## src/hdl/hrlc_pkg.sv

```systemverilog
// ----------------------------------------------------------------------------
// hrlc_pkg
// Shared types, codes and defaults for the HTTP request line checker.
// ----------------------------------------------------------------------------
`default_nettype none

package hrlc_pkg;

	// Default sizes
	localparam int PATH_KEEP_DEF    = 30;
	localparam int VERSION_KEEP_DEF = 10;
	localparam int QUEUE_DEPTH      = 2;

	localparam logic [7:0] MAX_HDR_RESET = 8'd20;

	// Characters of interest
	localparam logic [7:0] CH_NUL   = 8'h00;
	localparam logic [7:0] CH_LF    = 8'h0A;
	localparam logic [7:0] CH_CR    = 8'h0D;
	localparam logic [7:0] CH_SPACE = 8'h20;
	localparam logic [7:0] CH_SLASH = 8'h2F;
	localparam logic [7:0] CH_DOT   = 8'h2E;
	localparam logic [7:0] CH_DASH  = 8'h2D;
	localparam logic [7:0] CH_UNDER = 8'h5F;
	localparam logic [7:0] CH_G     = 8'h47;
	localparam logic [7:0] CH_E     = 8'h45;
	localparam logic [7:0] CH_T     = 8'h54;
	localparam logic [7:0] CH_P     = 8'h50;
	localparam logic [7:0] CH_O     = 8'h4F;
	localparam logic [7:0] CH_S     = 8'h53;

	// Result status codes
	localparam logic [2:0] ST_OK          = 3'd0;
	localparam logic [2:0] ST_EMPTY       = 3'd1;
	localparam logic [2:0] ST_MISSING     = 3'd2;
	localparam logic [2:0] ST_BAD_VERB    = 3'd3;
	localparam logic [2:0] ST_BAD_PATH    = 3'd4;
	localparam logic [2:0] ST_BAD_VERSION = 3'd5;

	// Classified input beat, handed from front to back
	typedef struct packed {
		logic eoi;
		logic is_zero;
		logic is_lf;
		logic is_cr;
		logic is_space;
		logic is_slash;
		logic path_ok;
		logic is_g;
		logic is_e;
		logic is_t;
		logic is_p;
		logic is_o;
		logic is_s;
	} cls_t;

	// One result item
	typedef struct packed {
		logic [3:0] version_length;
		logic [4:0] path_length;
		logic       verb_is_post;
		logic [2:0] status;
	} res_t;

endpackage

`default_nettype wire

```

## src/hdl/hrlc_front.sv

```systemverilog
// ----------------------------------------------------------------------------
// hrlc_front
// Accepts input beats and classifies each byte into a set of flags.
// ----------------------------------------------------------------------------
`default_nettype none

module hrlc_front (
	input  wire logic            s_axis_tvalid,
	output logic                 s_axis_tready,
	input  wire logic [7:0]      s_axis_tdata,   // [7:0] byte_value
	input  wire logic            s_axis_tuser,   // [0] end_of_input
	output logic                 push,
	output hrlc_pkg::cls_t       push_cls,
	input  wire logic            q_full
);
	import hrlc_pkg::*;

	logic [7:0] b;
	logic       letter;
	logic       digit;

	assign b      = s_axis_tdata;
	assign letter = ((b >= 8'h61) && (b <= 8'h7A)) || ((b >= 8'h41) && (b <= 8'h5A));
	assign digit  = (b >= 8'h30) && (b <= 8'h39);

	assign s_axis_tready = !q_full;
	assign push          = s_axis_tvalid && !q_full;

	always_comb begin
		push_cls          = '0;
		push_cls.eoi      = s_axis_tuser;
		push_cls.is_zero  = (b == CH_NUL);
		push_cls.is_lf    = (b == CH_LF);
		push_cls.is_cr    = (b == CH_CR);
		push_cls.is_space = (b == CH_SPACE);
		push_cls.is_slash = (b == CH_SLASH);
		push_cls.path_ok  = letter || digit || (b == CH_SLASH) || (b == CH_DOT)
			|| (b == CH_UNDER) || (b == CH_DASH);
		push_cls.is_g     = (b == CH_G);
		push_cls.is_e     = (b == CH_E);
		push_cls.is_t     = (b == CH_T);
		push_cls.is_p     = (b == CH_P);
		push_cls.is_o     = (b == CH_O);
		push_cls.is_s     = (b == CH_S);
	end

endmodule

`default_nettype wire

```

## src/hdl/hrlc_queue.sv

```systemverilog
// ----------------------------------------------------------------------------
// hrlc_queue
// Short FIFO of classified beats between the front and the back.
// ----------------------------------------------------------------------------
`default_nettype none

module hrlc_queue #(
	parameter int DEPTH = hrlc_pkg::QUEUE_DEPTH
) (
	input  wire logic            clk,
	input  wire logic            arst_n,
	input  wire logic            push,
	input  wire hrlc_pkg::cls_t  push_cls,
	output logic                 full,
	input  wire logic            pop,
	output logic                 q_valid,
	output hrlc_pkg::cls_t       q_cls
);
	import hrlc_pkg::*;

	localparam int AW = (DEPTH > 1) ? $clog2(DEPTH) : 1;
	localparam int CW = $clog2(DEPTH + 1);

	cls_t            mem_q [DEPTH];
	logic [AW-1:0]   wr_ptr_q;
	logic [AW-1:0]   rd_ptr_q;
	logic [CW-1:0]   count_q;

	assign full    = (count_q == CW'(DEPTH));
	assign q_valid = (count_q != '0);
	assign q_cls   = mem_q[rd_ptr_q];

	always_ff @(posedge clk) begin
		if (push) begin
			mem_q[wr_ptr_q] <= push_cls;
		end
	end

	always_ff @(posedge clk or negedge arst_n) begin
		if (!arst_n) begin
			wr_ptr_q <= '0;
			rd_ptr_q <= '0;
			count_q  <= '0;
		end else begin
			if (push) begin
				wr_ptr_q <= (wr_ptr_q == AW'(DEPTH - 1)) ? '0 : wr_ptr_q + 1'b1;
			end
			if (pop) begin
				rd_ptr_q <= (rd_ptr_q == AW'(DEPTH - 1)) ? '0 : rd_ptr_q + 1'b1;
			end
			case ({push, pop})
				2'b10:   count_q <= count_q + 1'b1;
				2'b01:   count_q <= count_q - 1'b1;
				default: count_q <= count_q;
			endcase
		end
	end

endmodule

`default_nettype wire

```

## src/hdl/hrlc_back.sv

```systemverilog
// ----------------------------------------------------------------------------
// hrlc_back
// Request state machine: tracks tokens and headers, emits one result beat.
// ----------------------------------------------------------------------------
`default_nettype none

module hrlc_back #(
	parameter int PATH_KEEP    = hrlc_pkg::PATH_KEEP_DEF,
	parameter int VERSION_KEEP = hrlc_pkg::VERSION_KEEP_DEF
) (
	input  wire logic            clk,
	input  wire logic            arst_n,
	input  wire logic [7:0]      max_header_lines,
	input  wire logic            q_valid,
	input  wire hrlc_pkg::cls_t  q_cls,
	output logic                 pop,
	output logic                 m_axis_tvalid,
	input  wire logic            m_axis_tready,
	output logic [15:0]          m_axis_tdata
);
	import hrlc_pkg::*;

	localparam int PCW = $clog2(PATH_KEEP + 1);
	localparam int VCW = $clog2(VERSION_KEEP + 1);

	localparam logic [2:0] PH_IDLE    = 3'd0;
	localparam logic [2:0] PH_LINE    = 3'd1;
	localparam logic [2:0] PH_DEAD    = 3'd2;
	localparam logic [2:0] PH_HEADERS = 3'd3;
	localparam logic [2:0] PH_LAST    = 3'd4;

	logic [2:0]     phase_q,   n_phase;
	logic [1:0]     tidx_q,    n_tidx;
	logic           in_tok_q,  n_in_tok;
	logic [2:0]     vcnt_q,    n_vcnt;
	logic [1:0]     vflag_q,   n_vflag;
	logic [PCW-1:0] pcnt_q,    n_pcnt;
	logic           pvalid_q,  n_pvalid;
	logic [VCW-1:0] vercnt_q,  n_vercnt;
	logic           vernl_q,   n_vernl;
	logic [7:0]     hseen_q,   n_hseen;
	logic           hstart_q,  n_hstart;

	logic           emit;
	logic [2:0]     st;
	logic           ev_post;
	logic           ev_get;
	logic [2:0]     ev_st;
	logic           skip;
	logic           get_hit;
	logic           post_hit;
	logic           out_valid_q;
	res_t           out_q;
	res_t           res;

	assign pop           = q_valid && (!out_valid_q || m_axis_tready);
	assign m_axis_tvalid = out_valid_q;
	assign m_axis_tdata  = {3'b000, out_q};

	always_comb begin
		n_phase  = phase_q;
		n_tidx   = tidx_q;
		n_in_tok = in_tok_q;
		n_vcnt   = vcnt_q;
		n_vflag  = vflag_q;
		n_pcnt   = pcnt_q;
		n_pvalid = pvalid_q;
		n_vercnt = vercnt_q;
		n_vernl  = vernl_q;
		n_hseen  = hseen_q;
		n_hstart = hstart_q;
		emit     = 1'b0;
		st       = ST_OK;
		skip     = 1'b0;
		get_hit  = 1'b0;
		post_hit = 1'b0;
		ev_get   = 1'b0;
		ev_post  = 1'b0;
		ev_st    = ST_OK;

		if (!q_cls.eoi) begin
			if (n_phase == PH_IDLE) begin
				n_phase = PH_LINE;
			end
			if ((n_phase == PH_LINE) || (n_phase == PH_DEAD)) begin
				if (n_phase == PH_LINE) begin
					if (q_cls.is_zero) begin
						n_phase = PH_DEAD;
					end else if (q_cls.is_space) begin
						n_in_tok = 1'b0;
					end else begin
						if (!n_in_tok) begin
							n_in_tok = 1'b1;
							if (n_tidx == 2'd3) begin
								n_phase = PH_DEAD;
								skip    = 1'b1;
							end else begin
								n_tidx = n_tidx + 2'd1;
							end
						end
						if (!skip) begin
							if (n_tidx == 2'd1) begin
								case (n_vcnt)
									3'd0: begin
										get_hit  = q_cls.is_g;
										post_hit = q_cls.is_p;
									end
									3'd1: begin
										get_hit  = q_cls.is_e;
										post_hit = q_cls.is_o;
									end
									3'd2: begin
										get_hit  = q_cls.is_t;
										post_hit = q_cls.is_s;
									end
									3'd3: begin
										post_hit = q_cls.is_t;
									end
									default: begin
										get_hit  = 1'b0;
										post_hit = 1'b0;
									end
								endcase
								if (!get_hit) n_vflag[0] = 1'b0;
								if (!post_hit) n_vflag[1] = 1'b0;
								if (n_vcnt != 3'd7) n_vcnt = n_vcnt + 3'd1;
							end else if (n_tidx == 2'd2) begin
								if (n_pcnt < PCW'(PATH_KEEP)) begin
									if (n_pcnt == '0) begin
										if (!q_cls.is_slash) n_pvalid = 1'b0;
									end else if (!q_cls.path_ok) begin
										n_pvalid = 1'b0;
									end
									n_pcnt = n_pcnt + 1'b1;
								end
							end else begin
								if ((n_vercnt == '0) && q_cls.is_lf) n_vernl = 1'b1;
								if (n_vercnt < VCW'(VERSION_KEEP)) begin
									n_vercnt = n_vercnt + 1'b1;
								end
							end
						end
					end
				end
				if (q_cls.is_lf) begin
					emit = 1'b1;
				end
			end else if (n_phase == PH_HEADERS) begin
				if (n_hstart) begin
					if (q_cls.is_lf) begin
						emit = 1'b1;
					end else if (q_cls.is_cr) begin
						n_phase = PH_LAST;
					end else begin
						n_hstart = 1'b0;
					end
				end else if (q_cls.is_lf) begin
					if (n_hseen != 8'd255) n_hseen = n_hseen + 8'd1;
					if (n_hseen >= max_header_lines) begin
						emit = 1'b1;
					end else begin
						n_hstart = 1'b1;
					end
				end
			end else begin
				if (q_cls.is_lf) emit = 1'b1;
			end
		end else begin
			emit = 1'b1;
		end

		// Evaluate the line on the updated token state
		ev_get  = n_vflag[0] && (n_vcnt == 3'd3);
		ev_post = n_vflag[1] && (n_vcnt == 3'd4);
		if (n_tidx != 2'd3) ev_st = ST_MISSING;
		else if (!ev_get && !ev_post) ev_st = ST_BAD_VERB;
		else if (!n_pvalid) ev_st = ST_BAD_PATH;
		else if (n_vernl) ev_st = ST_BAD_VERSION;
		else ev_st = ST_OK;

		if (q_cls.eoi) begin
			if (phase_q == PH_IDLE) st = ST_EMPTY;
			else if ((phase_q == PH_LINE) || (phase_q == PH_DEAD)) st = ev_st;
			else st = ST_OK;
		end else if ((phase_q == PH_IDLE) || (phase_q == PH_LINE)
			|| (phase_q == PH_DEAD)) begin
			// Line ends: report at once on an error or a zero header limit, else move on to headers
			if (emit) begin
				st = ev_st;
				if ((ev_st == ST_OK) && (max_header_lines != 8'd0)) begin
					emit     = 1'b0;
					n_phase  = PH_HEADERS;
					n_hseen  = 8'd0;
					n_hstart = 1'b1;
				end
			end
		end else begin
			st = ST_OK;
		end

		res                = '0;
		res.status         = st;
		res.verb_is_post   = (st == ST_OK) && ev_post;
		res.path_length    = 5'(n_pcnt);
		res.version_length = 4'(n_vercnt);
	end

	always_ff @(posedge clk or negedge arst_n) begin
		if (!arst_n) begin
			phase_q     <= PH_IDLE;
			tidx_q      <= '0;
			in_tok_q    <= 1'b0;
			vcnt_q      <= '0;
			vflag_q     <= 2'b11;
			pcnt_q      <= '0;
			pvalid_q    <= 1'b1;
			vercnt_q    <= '0;
			vernl_q     <= 1'b0;
			hseen_q     <= '0;
			hstart_q    <= 1'b1;
			out_valid_q <= 1'b0;
		end else begin
			if (m_axis_tready) begin
				out_valid_q <= 1'b0;
			end
			if (pop) begin
				if (emit) begin
					out_valid_q <= 1'b1;
					phase_q     <= PH_IDLE;
					tidx_q      <= '0;
					in_tok_q    <= 1'b0;
					vcnt_q      <= '0;
					vflag_q     <= 2'b11;
					pcnt_q      <= '0;
					pvalid_q    <= 1'b1;
					vercnt_q    <= '0;
					vernl_q     <= 1'b0;
					hseen_q     <= '0;
					hstart_q    <= 1'b1;
				end else begin
					phase_q     <= n_phase;
					tidx_q      <= n_tidx;
					in_tok_q    <= n_in_tok;
					vcnt_q      <= n_vcnt;
					vflag_q     <= n_vflag;
					pcnt_q      <= n_pcnt;
					pvalid_q    <= n_pvalid;
					vercnt_q    <= n_vercnt;
					vernl_q     <= n_vernl;
					hseen_q     <= n_hseen;
					hstart_q    <= n_hstart;
				end
			end
		end
	end

	always_ff @(posedge clk) begin
		if (pop && emit) begin
			out_q <= res;
		end
	end

endmodule

`default_nettype wire

```

## src/hdl/http_request_line_checker_top.sv

```systemverilog
// ----------------------------------------------------------------------------
// http_request_line_checker_top
// Checks the request line of an HTTP request stream, one byte per beat.
// ----------------------------------------------------------------------------
// Takes one byte per clock unless stalled: a front stage classifies each
// byte (space, CR, LF, NUL, verb letters, legal path characters), a
// two-entry queue decouples it from the back stage, and the back stage runs
// the request state machine, one byte per cycle while its output is free,
// into a registered result beat (queue write, then state machine plus
// output register). The input only stalls while the output beat is held by
// m_axis_tready low and the queue has filled. A result is given on the LF
// that closes the first line if it is erroneous or max_header_lines is
// zero, on the LF that ends the header block (a line starting with CR or
// LF, or max_header_lines lines), or on an end_of_input beat.
// Write max_header_lines only while the block is idle.
// ----------------------------------------------------------------------------
`default_nettype none

module http_request_line_checker_top #(
	parameter int PATH_KEEP    = hrlc_pkg::PATH_KEEP_DEF,
	parameter int VERSION_KEEP = hrlc_pkg::VERSION_KEEP_DEF
) (
	input  wire logic        clk,
	input  wire logic        arst_n,
	// configuration write: max_header_lines
	input  wire logic        cfg_valid,
	output logic             cfg_ready,
	input  wire logic [7:0]  cfg_data,
	// request byte stream
	input  wire logic        s_axis_tvalid,
	output logic             s_axis_tready,
	input  wire logic [7:0]  s_axis_tdata,   // [7:0] byte_value
	input  wire logic        s_axis_tuser,   // [0] end_of_input
	// result stream
	output logic             m_axis_tvalid,
	input  wire logic        m_axis_tready,
	output logic [15:0]      m_axis_tdata    // [2:0] status, [3] verb_is_post,
	                                         // [8:4] path_length,
	                                         // [12:9] version_length
);
	import hrlc_pkg::*;

	logic       cfg_take;
	logic [7:0] max_hdr_lines_q;
	logic       push;
	cls_t       push_cls;
	logic       q_full;
	logic       pop;
	logic       q_valid;
	cls_t       q_cls;

	// Always take configuration beats
	assign cfg_ready = 1'b1;
	assign cfg_take  = cfg_valid && cfg_ready;

	always_ff @(posedge clk or negedge arst_n) begin
		if (!arst_n) begin
			max_hdr_lines_q <= MAX_HDR_RESET;
		end else if (cfg_take) begin
			max_hdr_lines_q <= cfg_data;
		end
	end

	// Front: accept and classify each byte
	hrlc_front u_front (
		.s_axis_tvalid (s_axis_tvalid),
		.s_axis_tready (s_axis_tready),
		.s_axis_tdata  (s_axis_tdata),
		.s_axis_tuser  (s_axis_tuser),
		.push          (push),
		.push_cls      (push_cls),
		.q_full        (q_full)
	);

	// Queue: hold classified beats while the back stage is stalled
	hrlc_queue #(
		.DEPTH (QUEUE_DEPTH)
	) u_queue (
		.clk      (clk),
		.arst_n   (arst_n),
		.push     (push),
		.push_cls (push_cls),
		.full     (q_full),
		.pop      (pop),
		.q_valid  (q_valid),
		.q_cls    (q_cls)
	);

	// Back: advance the request state machine and drive the result beat
	hrlc_back #(
		.PATH_KEEP    (PATH_KEEP),
		.VERSION_KEEP (VERSION_KEEP)
	) u_back (
		.clk              (clk),
		.arst_n           (arst_n),
		.max_header_lines (max_hdr_lines_q),
		.q_valid          (q_valid),
		.q_cls            (q_cls),
		.pop              (pop),
		.m_axis_tvalid    (m_axis_tvalid),
		.m_axis_tready    (m_axis_tready),
		.m_axis_tdata     (m_axis_tdata)
	);

endmodule

`default_nettype wire

```

## config.mk

```make
export PLATFORM = sky130hd
export DESIGN_NAME = http_request_line_checker_top
export DESIGN_NICKNAME = d
export VERILOG_FILES = /design/src/hdl/hrlc_pkg.sv /design/src/hdl/hrlc_front.sv /design/src/hdl/hrlc_queue.sv /design/src/hdl/hrlc_back.sv /design/src/hdl/http_request_line_checker_top.sv
export SDC_FILE = /design/constraint.sdc
export NUM_CORES = 1
export LEC_CHECK = 0
export ABC_AREA = 1
export BUFFER_PORTS_ARGS = -buffer_cell sky130_fd_sc_hd__buf_2
export CAP_MARGIN = 20
export CORE_MARGIN = 1.5
export CORE_UTILIZATION = 60
export CTS_BUF_LIST = sky130_fd_sc_hd__clkbuf_4
export DETAILED_ROUTE_END_ITERATION = 10
export PLACE_DENSITY = 0.8
export SETUP_SLACK_MARGIN = 0.15
export SLEW_MARGIN = 20
export SYNTH_ARGS = -nofsm -noshare
export SYNTH_HDL_FRONTEND = slang
export SYNTH_SLANG_ARGS = --single-unit
```

## constraint.sdc

```tcl
create_clock -name clk -period 4.01 [get_ports clk]
set_clock_uncertainty 0.2 [all_clocks]
set_input_delay 0.802 -clock clk [delete_from_list [all_inputs] [get_ports clk]]
set_output_delay 0.802 -clock clk [all_outputs]
set_load 0.1 [all_outputs]
```

=== Word level (Yosys, flattened, before mapping) ===
Memory sizes are Yosys's and may differ from the RTL's.
Index checks and enable logic that the tools add are counted.

* Add/sub/neg operators: 9
* $lt $le $gt $ge: 9
* Equality and inequality tests: 34
* Mux-type cells: 179
* Reductions and logical operators: 40

{| class="wikitable"
|+ Operator list
! cell !! count
|-
| $mux 8 || 16
|-
| $mux 3 || 36
|-
| $mux 1 || 83
|-
| $eq 8x7->1 const B || 7
|-
| $mux 5 || 10
|-
| $mux 2 || 21
|-
| $mux 4 || 10
|-
| $eq 8x6->1 const B || 4
|-
| $eq 3x2->1 const B || 6
|-
| $eq 8x4->1 const B || 2
|-
| $ge 8x7->1 const B || 2
|-
| $le 8x7->1 const B || 2
|-
| $logic_and 1x1->1 || 12
|-
| $logic_not 3->1 || 4
|-
| $logic_or 1x1->1 || 11
|-
| $eq 3x1->1 const B || 3
|-
| $add 8x1->8 const B || 1
|-
| $eq 2x2->1 const B || 4
|-
| $ge 8x6->1 const B || 1
|-
| $ge 8x8->1 || 1
|-
| $le 8x6->1 const B || 1
|-
| $logic_not 8->1 || 1
|-
| $ne 8x8->1 const B || 1
|-
| $reduce_bool 2->1 || 4
|-
| 21 further kinds || 28
|}

* Bits in registers: 57
* Memory bits (writable): 26
* Input bits: 22
* Output and inout port bits: 19
* Logic and storage cells: 292
* Memories kept: 1

{| class="wikitable"
|+ Memory list
! memory !! words !! bits a word !! read ports !! clocked after Yosys merged registers in !! write ports !! RTL line !! text
|-
| u_queue.mem_q || 2 || 13 || 1 || 0 || 1 || hrlc_queue.sv:24 || <nowiki>cls_t mem_q [DEPTH];</nowiki>
|}

=== Depth between registers and ports, before layout ===
* Word-level depth: 37
* Mapped depth: 21
* Depth with buffers taken out: 21

=== Cells and area by module ===
A second synthesis with hierarchy kept.

* Cell total of the unflattened synthesis: 598
* Area, all modules: 4860.9 sq um

{| class="wikitable"
|+ By module, submodules not included
! module !! instances !! cells each !! area an instance (sq um) !! seq. area each (sq um)
|-
| hrlc_back || 1 || 417 || 3099.2 || 1196.1
|-
| hrlc_queue || 1 || 92 || 1214.9 || 880.8
|-
| http_request_line_checker_top || 1 || 36 || 319.1 || 202.7
|-
| hrlc_front || 1 || 53 || 227.7 || 0.0
|}

=== Worst setup path after synthesis ===
Ideal clock, no wire load.

* Path kind: register to register
* From: register u_back.hseen_q[0]
* To: register u_back.out_q (netlist bit u_back.m_axis_tdata[0]), enable pin
* Library setup time: 0.349 ns
* Data arrival time: 2.927 ns
* Data required time: 3.461 ns
* Path slack: 0.534 ns
* Cell stages (with the launch flop): 19
* Path buffers: 0
* Clock period less this slack: 3.476 ns
* Cells stage by stage: dfrtp_1 ha_1 nand2_1 nor3_1 nand2_1 nor2_1 nor2_1 nand2_1 nor2_1 xor2_1 ha_1 nand2_1 nor2_1 nand4_1 nand4_1 nand2_1 nand2_1 nand3_2 inv_1

* Cells in the longest elaborated chain, start to end: 18
* Elaborated cells between the ends (all ways): 19
* Those cells by class: 1 x add/sub; 1 x order compare; 1 x eq/ne; 15 x mux; 1 x reduce/logical

{| class="wikitable"
|+ Ends and longest elaborated chain
! element !! RTL line !! text
|-
| start: declaration || hrlc_back.sv:41 || <nowiki>logic [7:0] hseen_q, n_hseen;</nowiki>
|-
| start signal: assignment || hrlc_back.sv:250 || <nowiki>hseen_q <= n_hseen;</nowiki>
|-
| $add 8x1->8 / $ne 8x8->1 (equally long branches) || hrlc_back.sv:158 || <nowiki>if (n_hseen != 8'd255) n_hseen = n_hseen + 8'd1;</nowiki>
|-
| $mux 8 * || hrlc_back.sv:158 ||
|-
| $mux 8 * || hrlc_back.sv:157 || <nowiki>end else if (q_cls.is_lf) begin</nowiki>
|-
| $mux 8 * || hrlc_back.sv:149 || <nowiki>if (n_hstart) begin</nowiki>
|-
| $mux 8 * || hrlc_back.sv:148 || <nowiki>end else if (n_phase == PH_HEADERS) begin</nowiki>
|-
| $mux 8 * || hrlc_back.sv:85 || <nowiki>if ((n_phase == PH_LINE) || (n_phase == PH_DEAD)) begin</nowiki>
|-
| $mux 8 * || hrlc_back.sv:81 || <nowiki>if (!q_cls.eoi) begin</nowiki>
|-
| $ge 8x8->1 * || hrlc_back.sv:159 || <nowiki>if (n_hseen >= max_header_lines) begin</nowiki>
|-
| [... 2 more ...] || - ||
|-
| $mux 1 * || hrlc_back.sv:149 ||
|-
| $mux 1 * || hrlc_back.sv:148 ||
|-
| $mux 1 * || hrlc_back.sv:85 ||
|-
| $mux 1 * || hrlc_back.sv:81 ||
|-
| $mux 1 || hrlc_back.sv:188 || <nowiki>if (emit) begin</nowiki>
|-
| $mux 1 || hrlc_back.sv:185 || <nowiki>end else if ((phase_q == PH_IDLE) || (phase_q == PH_LINE)</nowiki>
|-
| $mux 1 * || hrlc_back.sv:181 || <nowiki>if (q_cls.eoi) begin</nowiki>
|-
| $logic_and 1x1->1 * || hrlc_back.sv:258 || <nowiki>if (pop && emit) begin</nowiki>
|-
| end signal: assignment || hrlc_back.sv:259 || <nowiki>out_q <= res;</nowiki>
|-
| end: declaration || hrlc_back.sv:53 || <nowiki>res_t out_q;</nowiki>
|}

Every way passes the cells marked *; elsewhere a longest branch is shown, timed or not. The select of a mux whose other input is x is not followed.
A chain may end at the register's enable or synchronous reset.

=== Final worst setup path ===
* From: register u_back.hseen_q[0]
* To: register u_back.hstart_q

* Cells in the longest elaborated chain, start to end: 19
* Elaborated cells between the ends (all ways): 29
* Those cells by class: 1 x add/sub; 1 x order compare; 1 x eq/ne; 26 x mux

{| class="wikitable"
|+ Ends and longest elaborated chain
! element !! RTL line !! text
|-
| $add 8x1->8 / $ne 8x8->1 (equally long branches) || hrlc_back.sv:158 ||
|-
| $mux 8 * || hrlc_back.sv:158 ||
|-
| $mux 8 * || hrlc_back.sv:157 ||
|-
| $mux 8 * || hrlc_back.sv:149 ||
|-
| $mux 8 * || hrlc_back.sv:148 ||
|-
| $mux 8 * || hrlc_back.sv:85 ||
|-
| $mux 8 * || hrlc_back.sv:81 ||
|-
| $ge 8x8->1 * || hrlc_back.sv:159 ||
|-
| [... 3 more ...] || - ||
|-
| $mux 1 || hrlc_back.sv:148 ||
|-
| $mux 1 || hrlc_back.sv:85 ||
|-
| $mux 1 || hrlc_back.sv:81 ||
|-
| $mux 1 || hrlc_back.sv:190 || <nowiki>if ((ev_st == ST_OK) && (max_header_lines != 8'd0)) begin</nowiki>
|-
| $mux 1 || hrlc_back.sv:188 ||
|-
| $mux 1 || hrlc_back.sv:185 ||
|-
| $mux 1 || hrlc_back.sv:181 ||
|-
| $mux 1 * || hrlc_back.sv:227 || <nowiki>if (emit) begin</nowiki>
|-
| end signal: assignment || hrlc_back.sv:251 || <nowiki>hstart_q <= n_hstart;</nowiki>
|-
| end: declaration || hrlc_back.sv:42 || <nowiki>logic hstart_q, n_hstart;</nowiki>
|}

Marks and branches as above.

==> tab_implementation.tex <==
\begin{tabular}{lr}
\hline
Metric & Value \\
\hline
\multicolumn{2}{l}{\textbf{Global routing}} \\
\quad Remaining global-route overflow & 0 \\
\quad GR met3 Demand/Resource & 0.0362 \\
\quad Vias in the first global route & roughly 3800 \\
\quad Global-route wire length before repair & $\sim$17000 µm \\
\quad Met1 routing resource usage after global routing & 0.339 \\
\quad Number of antenna violations at the first check in global routing & 0 \\
\quad Maximum number of pins on one net before global-route repair & between 40 and 50 \\
\quad Met2 capacity usage during global routing & 0.409 \\
\quad Global-route total usage across every layer & 0.252 \\
\quad Layer carrying the most global-route usage & met2 \\
\multicolumn{2}{l}{\textbf{Power}} \\
\quad Proportion of power drawn by the clock network & 0.139 \\
\quad Reported net switching power & 1760 µW \\
\quad Power density of the placed cells & approximately 630 mW/mm² \\
\quad Comb power frac & 0.504 \\
\quad Switching Share & 0.514 \\
\quad Internal Pwr Total & $\sim$1700 µW \\
\quad Worst supply voltage drop on vdd & about 0.25 mV \\
\quad Seq pwr share & 0.357 \\
\quad Static leakage power & roughly 0.0027 µW \\
\multicolumn{2}{l}{\textbf{Floorplan}} \\
\quad Initial Utilization & 0.615 \\
\quad Core Box Area & 0.00818 mm² \\
\quad Total Die Area & 0.00894 mm² \\
\quad Height of the die & approximately 95 µm \\
\quad DIE WIDTH & 94.5 µm \\
\quad IO Count & 41 \\
\quad Site Rows & 33 \\
\multicolumn{2}{l}{\textbf{Yosys}} \\
\quad Post-synthesis mux area share & 0.00199 \\
\quad Adder-cell area share of the yosys netlist & 0.0448 \\
\quad Post-synth design cell area & between 0.005 and 0.006 mm² \\
\quad Synth Warn \# & 0 \\
\quad Distinct cells, synth & 45 \\
\quad Count of flip-flops with a built-in enable after synthesis & 39 \\
\quad Proportion of synthesized flip-flops having asynchronous set or reset & 0.530 \\
\quad Dominant combinational cell family by area after synthesis & simple AND/OR/NAND/NOR gates \\
\quad Proportion of netlist area held by the largest area contributor & 0.233 \\
\quad Library cell with the largest summed area after synthesis & sky130\_fd\_sc\_hd\_\_edfxtp\_1 \\
\quad Sequential-to-total area share from yosys stat & 0.453 \\
\quad Mapped Avg Cell Area & 8.16 µm² \\
\quad Xor/xnor cell area share of the yosys netlist & 0.0244 \\
\quad Number of instances in the synthesized netlist & roughly 600 \\
\quad Synth Flop Type & sky130\_fd\_sc\_hd\_\_edfxtp\_1 \\
\quad Compound-cell area share of the yosys netlist & 0.100 \\
\quad Count of state elements after synthesis & 83 \\
\quad Simple logic cell fraction of the synthesized area & 0.275 \\
\quad Area contributors post-synth & sky130\_fd\_sc\_hd\_\_edfxtp\_1 (23\%), sky130\_fd\_sc\_hd\_\_dfrtp\_1 (19\%), sky130\_fd\_sc\_hd\_\_nand2\_1 (12\%) \\
\multicolumn{2}{l}{\textbf{Layout}} \\
\quad Antenna diode instance count & 0 \\
\quad Fraction of layout cells with a size suffix above 1 & 0.156 \\
\quad Fin area & $\sim$0.0054 mm² \\
\quad Layout Cells excl Fill & 765 \\
\quad Final layout net count & approximately 700 \\
\quad Area added between synthesis and finish & 7.74\% \\
\quad Fraction of the core area covered by cells at the end of the flow & 0.663 \\
\multicolumn{2}{l}{\textbf{STA}} \\
\quad Final setup viols & 0 \\
\quad Setup\_tns & 0 ps \\
\quad Endpoints failing hold & 0 \\
\quad Worst path setup slack after routing & 421 ps \\
\quad Final Max Slew Viols & 0 \\
\quad Top achievable clock speed & 0.279 GHz \\
\quad Slew at the pin with the worst max-slew slack & between 700 and 800 ps \\
\quad Post-layout min period & 3590 ps \\
\quad Fraction of the cycle the final worst path needs & 0.895 \\
\quad Unrepaired setup endpoints after global routing & no \\
\quad Remaining max-slew budget at the tightest pin & 0.503 \\
\multicolumn{2}{l}{\textbf{Placement}} \\
\quad Inst Count DP & approximately 750 \\
\quad DP Wirelength & $\sim$7600 µm \\
\quad Cell area after placement & 0.00527 mm² \\
\quad Worst setup slack after placement & between 300 and 400 ps \\
\quad Count of input and output buffers & 36 \\
\quad Weighted congestion reported at the end of routability-driven placement & 0.880 \\
\multicolumn{2}{l}{\textbf{Setup path}} \\
\quad Startpoint type of the worst setup path & register \\
\quad Critical path capture point type & register \\
\quad End of the worst register-to-register path & u\_back.hstart\_q \\
\quad Kind of critical path & register to register \\
\quad Worst reg2reg path depth & 19 \\
\quad Reg-to-Reg Start & u\_back.hseen\_q[0] \\
\quad Crit-path max FO & 17 \\
\quad Reg2Reg Setup Slack & 420 ps \\
\quad Data arrival at the endpoint of the critical path & about 3800 ps \\
\quad Data required, critical path & 4180 ps \\
\multicolumn{2}{l}{\textbf{Clock network}} \\
\quad Setup bufs post-CTS & 0 \\
\quad Clock Path Buffers & 2 \\
\quad Clock latency on the worst-skew pair & 440 ps \\
\quad Deepest level of the CTS H-tree & 3 \\
\quad Number of hold-repair buffers added at the cts stage & 0 \\
\quad Clock transition at the register clock pins on the worst setup and hold paths after CTS & around 140 ps \\
\quad Number of clock buffers inserted by TritonCTS & 9 \\
\quad CTS tree & built \\
\quad Post-cts gate resize count & 0 \\
\quad Clock tree sinks & between 80 and 90 \\
\quad Clock tree root driver cell & sky130\_fd\_sc\_hd\_\_clkbuf\_4 \\
\multicolumn{2}{l}{\textbf{Route}} \\
\quad Overall routed net length & around 10000 µm \\
\quad Avg WL per Cell & between 10 and 15 µm \\
\quad Overall via count from detail\_route & a little over 4000 \\
\quad Iter 0 DRT Violations & 280 \\
\quad Post-DRT Antenna Nets & 0 \\
\quad 1st-pass router iterations & 5 \\
\quad DRC violations left & 0 \\
\quad Via density & between 5 and 6 \\
\multicolumn{2}{l}{\textbf{Flow run}} \\
\quad Max-cap violations & 0 \\
\multicolumn{2}{l}{\textbf{Min path}} \\
\quad Type of the tightest min-delay check & input port to async pin \\
\multicolumn{2}{l}{\textbf{Outcome}} \\
\quad Result of the run & completed \\
\hline
\end{tabular}
layout make-up:
type	instances	area, µm²
Fill cell	706	2760
Multi-Input combinational cell	417	2270
Sequential cell	83	2280
Tap cell	105	131
Inverter	105	399
Timing Repair Buffer	39	205
Clock buffer	10	75.1
Clock inverter	6	55.1
cells by family after synthesis:
group                      after synthesis
muxes                                    1
AOI/OAI and AO/OA                       78
and+or+nand+nor                        302
DFF                                     83
buffers and inverters                  118
adders and majority gates               18
xor gates and xnor gates                14
other                                    2
flip-flops by register name, summed over array words and instances (netlist names), 2 cells and up:
name / cells
u_back.hseen_q: 8
u_back.tidx_q: 2
u_back.vcnt_q: 3
u_back.phase_q: 3
max_hdr_lines_q: 8
u_queue.count_q: 2
u_back.pcnt_q: 5
u_queue.mem_q: 26
u_back.vflag_q: 2
u_back.m_axis_tdata: 13
u_back.vercnt_q: 4
placed cells by master (no fill, tap or decap), types with 7 or more instances in the layout:
cell	netlist	layout
sky130_fd_sc_hd__edfxtp_1	39	39
sky130_fd_sc_hd__nand3_1	25	25
sky130_fd_sc_hd__nand2_1	161	161
sky130_fd_sc_hd__o21ai_0	37	36
sky130_fd_sc_hd__nor2_2	4	7
sky130_fd_sc_hd__a21oi_1	14	14
sky130_fd_sc_hd__ha_1	18	18
sky130_fd_sc_hd__nand2_2	10	10
sky130_fd_sc_hd__inv_1	104	104
sky130_fd_sc_hd__xor2_1	12	12
sky130_fd_sc_hd__buf_2	0	35
sky130_fd_sc_hd__nor2_1	59	56
sky130_fd_sc_hd__o22ai_2	10	10
sky130_fd_sc_hd__nand4_1	13	13
sky130_fd_sc_hd__dfrtp_1	38	38
sky130_fd_sc_hd__clkbuf_4	0	10
sky130_fd_sc_hd__nor3_1	11	10
power groups by stage:
stage / Combinational, µW / Clock (µW) / Sequential [µW]
finish: 1730 / 476 / 1220
global route: 1860 / 518 / 1250
detailed placement: 1710 / 0 / 1240
floorplan: 937 / 0 / 1700
global placement: 1680 / 0 / 1230
CTS: 1720 / 487 / 1220
routing by layer:
| layer | vias up | wire length [µm] |
|---|---|---|
| li1 | 2052 | - |
| met3 | 21 | 548 |
| met4 | 0 | 216 |
| met5 | - | 0 |
| met2 | 147 | 4880 |
| met1 | 1904 | 4710 |
synthesized netlist by cell type (all sizes together) (2+ instances only):
cell type and number:
nor3 12, nand3 29, ha 18, inv 105, nand2 175, clkbuf 4
xor2 12, dfrtp 38, a31oi 2, dfstp 6, conb 2, o22ai 13
a21oi 16, nor2 65, nand4 14, nor4 3, edfxtp 39, or2 2
xnor2 2, buf 9, o21ai 38, o31ai 3
metrics by stage:
step	power [µW]	hold WS, ps
after floorplan	2640	249
after global placement	2910	261
after detailed placement	2950	260
after CTS	3430	279
after global routing	3630	160
final	3420	146
how the worst max path moves through the flow:
stage | cells past startpoint | to | slack, ps | start
6_report | 19 | u_back.hstart_q | 420 | u_back.hseen_q[0]
4_1_cts | 19 | u_back.hstart_q | 310 | u_back.hseen_q[0]
3_3_place_gp | 19 | u_back.m_axis_tdata[6] | 590 | u_back.hseen_q[0]
5_1_grt | 19 | u_back.hstart_q | 200 | u_back.hseen_q[0]
2_1_floorplan | 18 | u_back.m_axis_tdata[0] | 530 | u_back.hseen_q[0]
3_5_place_dp | 19 | u_back.hstart_q | 370 | u_back.hseen_q[0]
worst max-delay path, stage by stage, from the launching register on:
cell and delay (ps):
sky130_fd_sc_hd__dfrtp_1 460, sky130_fd_sc_hd__ha_1 190, sky130_fd_sc_hd__nand2_1 80, sky130_fd_sc_hd__nor3_2 230, sky130_fd_sc_hd__nand2_1 90, sky130_fd_sc_hd__nor2_2 200
sky130_fd_sc_hd__nor2_1 90, sky130_fd_sc_hd__nand2_1 100, sky130_fd_sc_hd__a21boi_0 310, sky130_fd_sc_hd__ha_1 310, sky130_fd_sc_hd__a21oi_1 130, sky130_fd_sc_hd__o21ai_0 90
sky130_fd_sc_hd__nand2_1 80, sky130_fd_sc_hd__nand4_1 70, sky130_fd_sc_hd__nand2_1 130, sky130_fd_sc_hd__nand2_1 160, sky130_fd_sc_hd__nand2_4 160, sky130_fd_sc_hd__nand2_4 180
sky130_fd_sc_hd__nor2_1 210, sky130_fd_sc_hd__nor2_1 60
No activity file was read; power rests on OpenSTA's default activity.
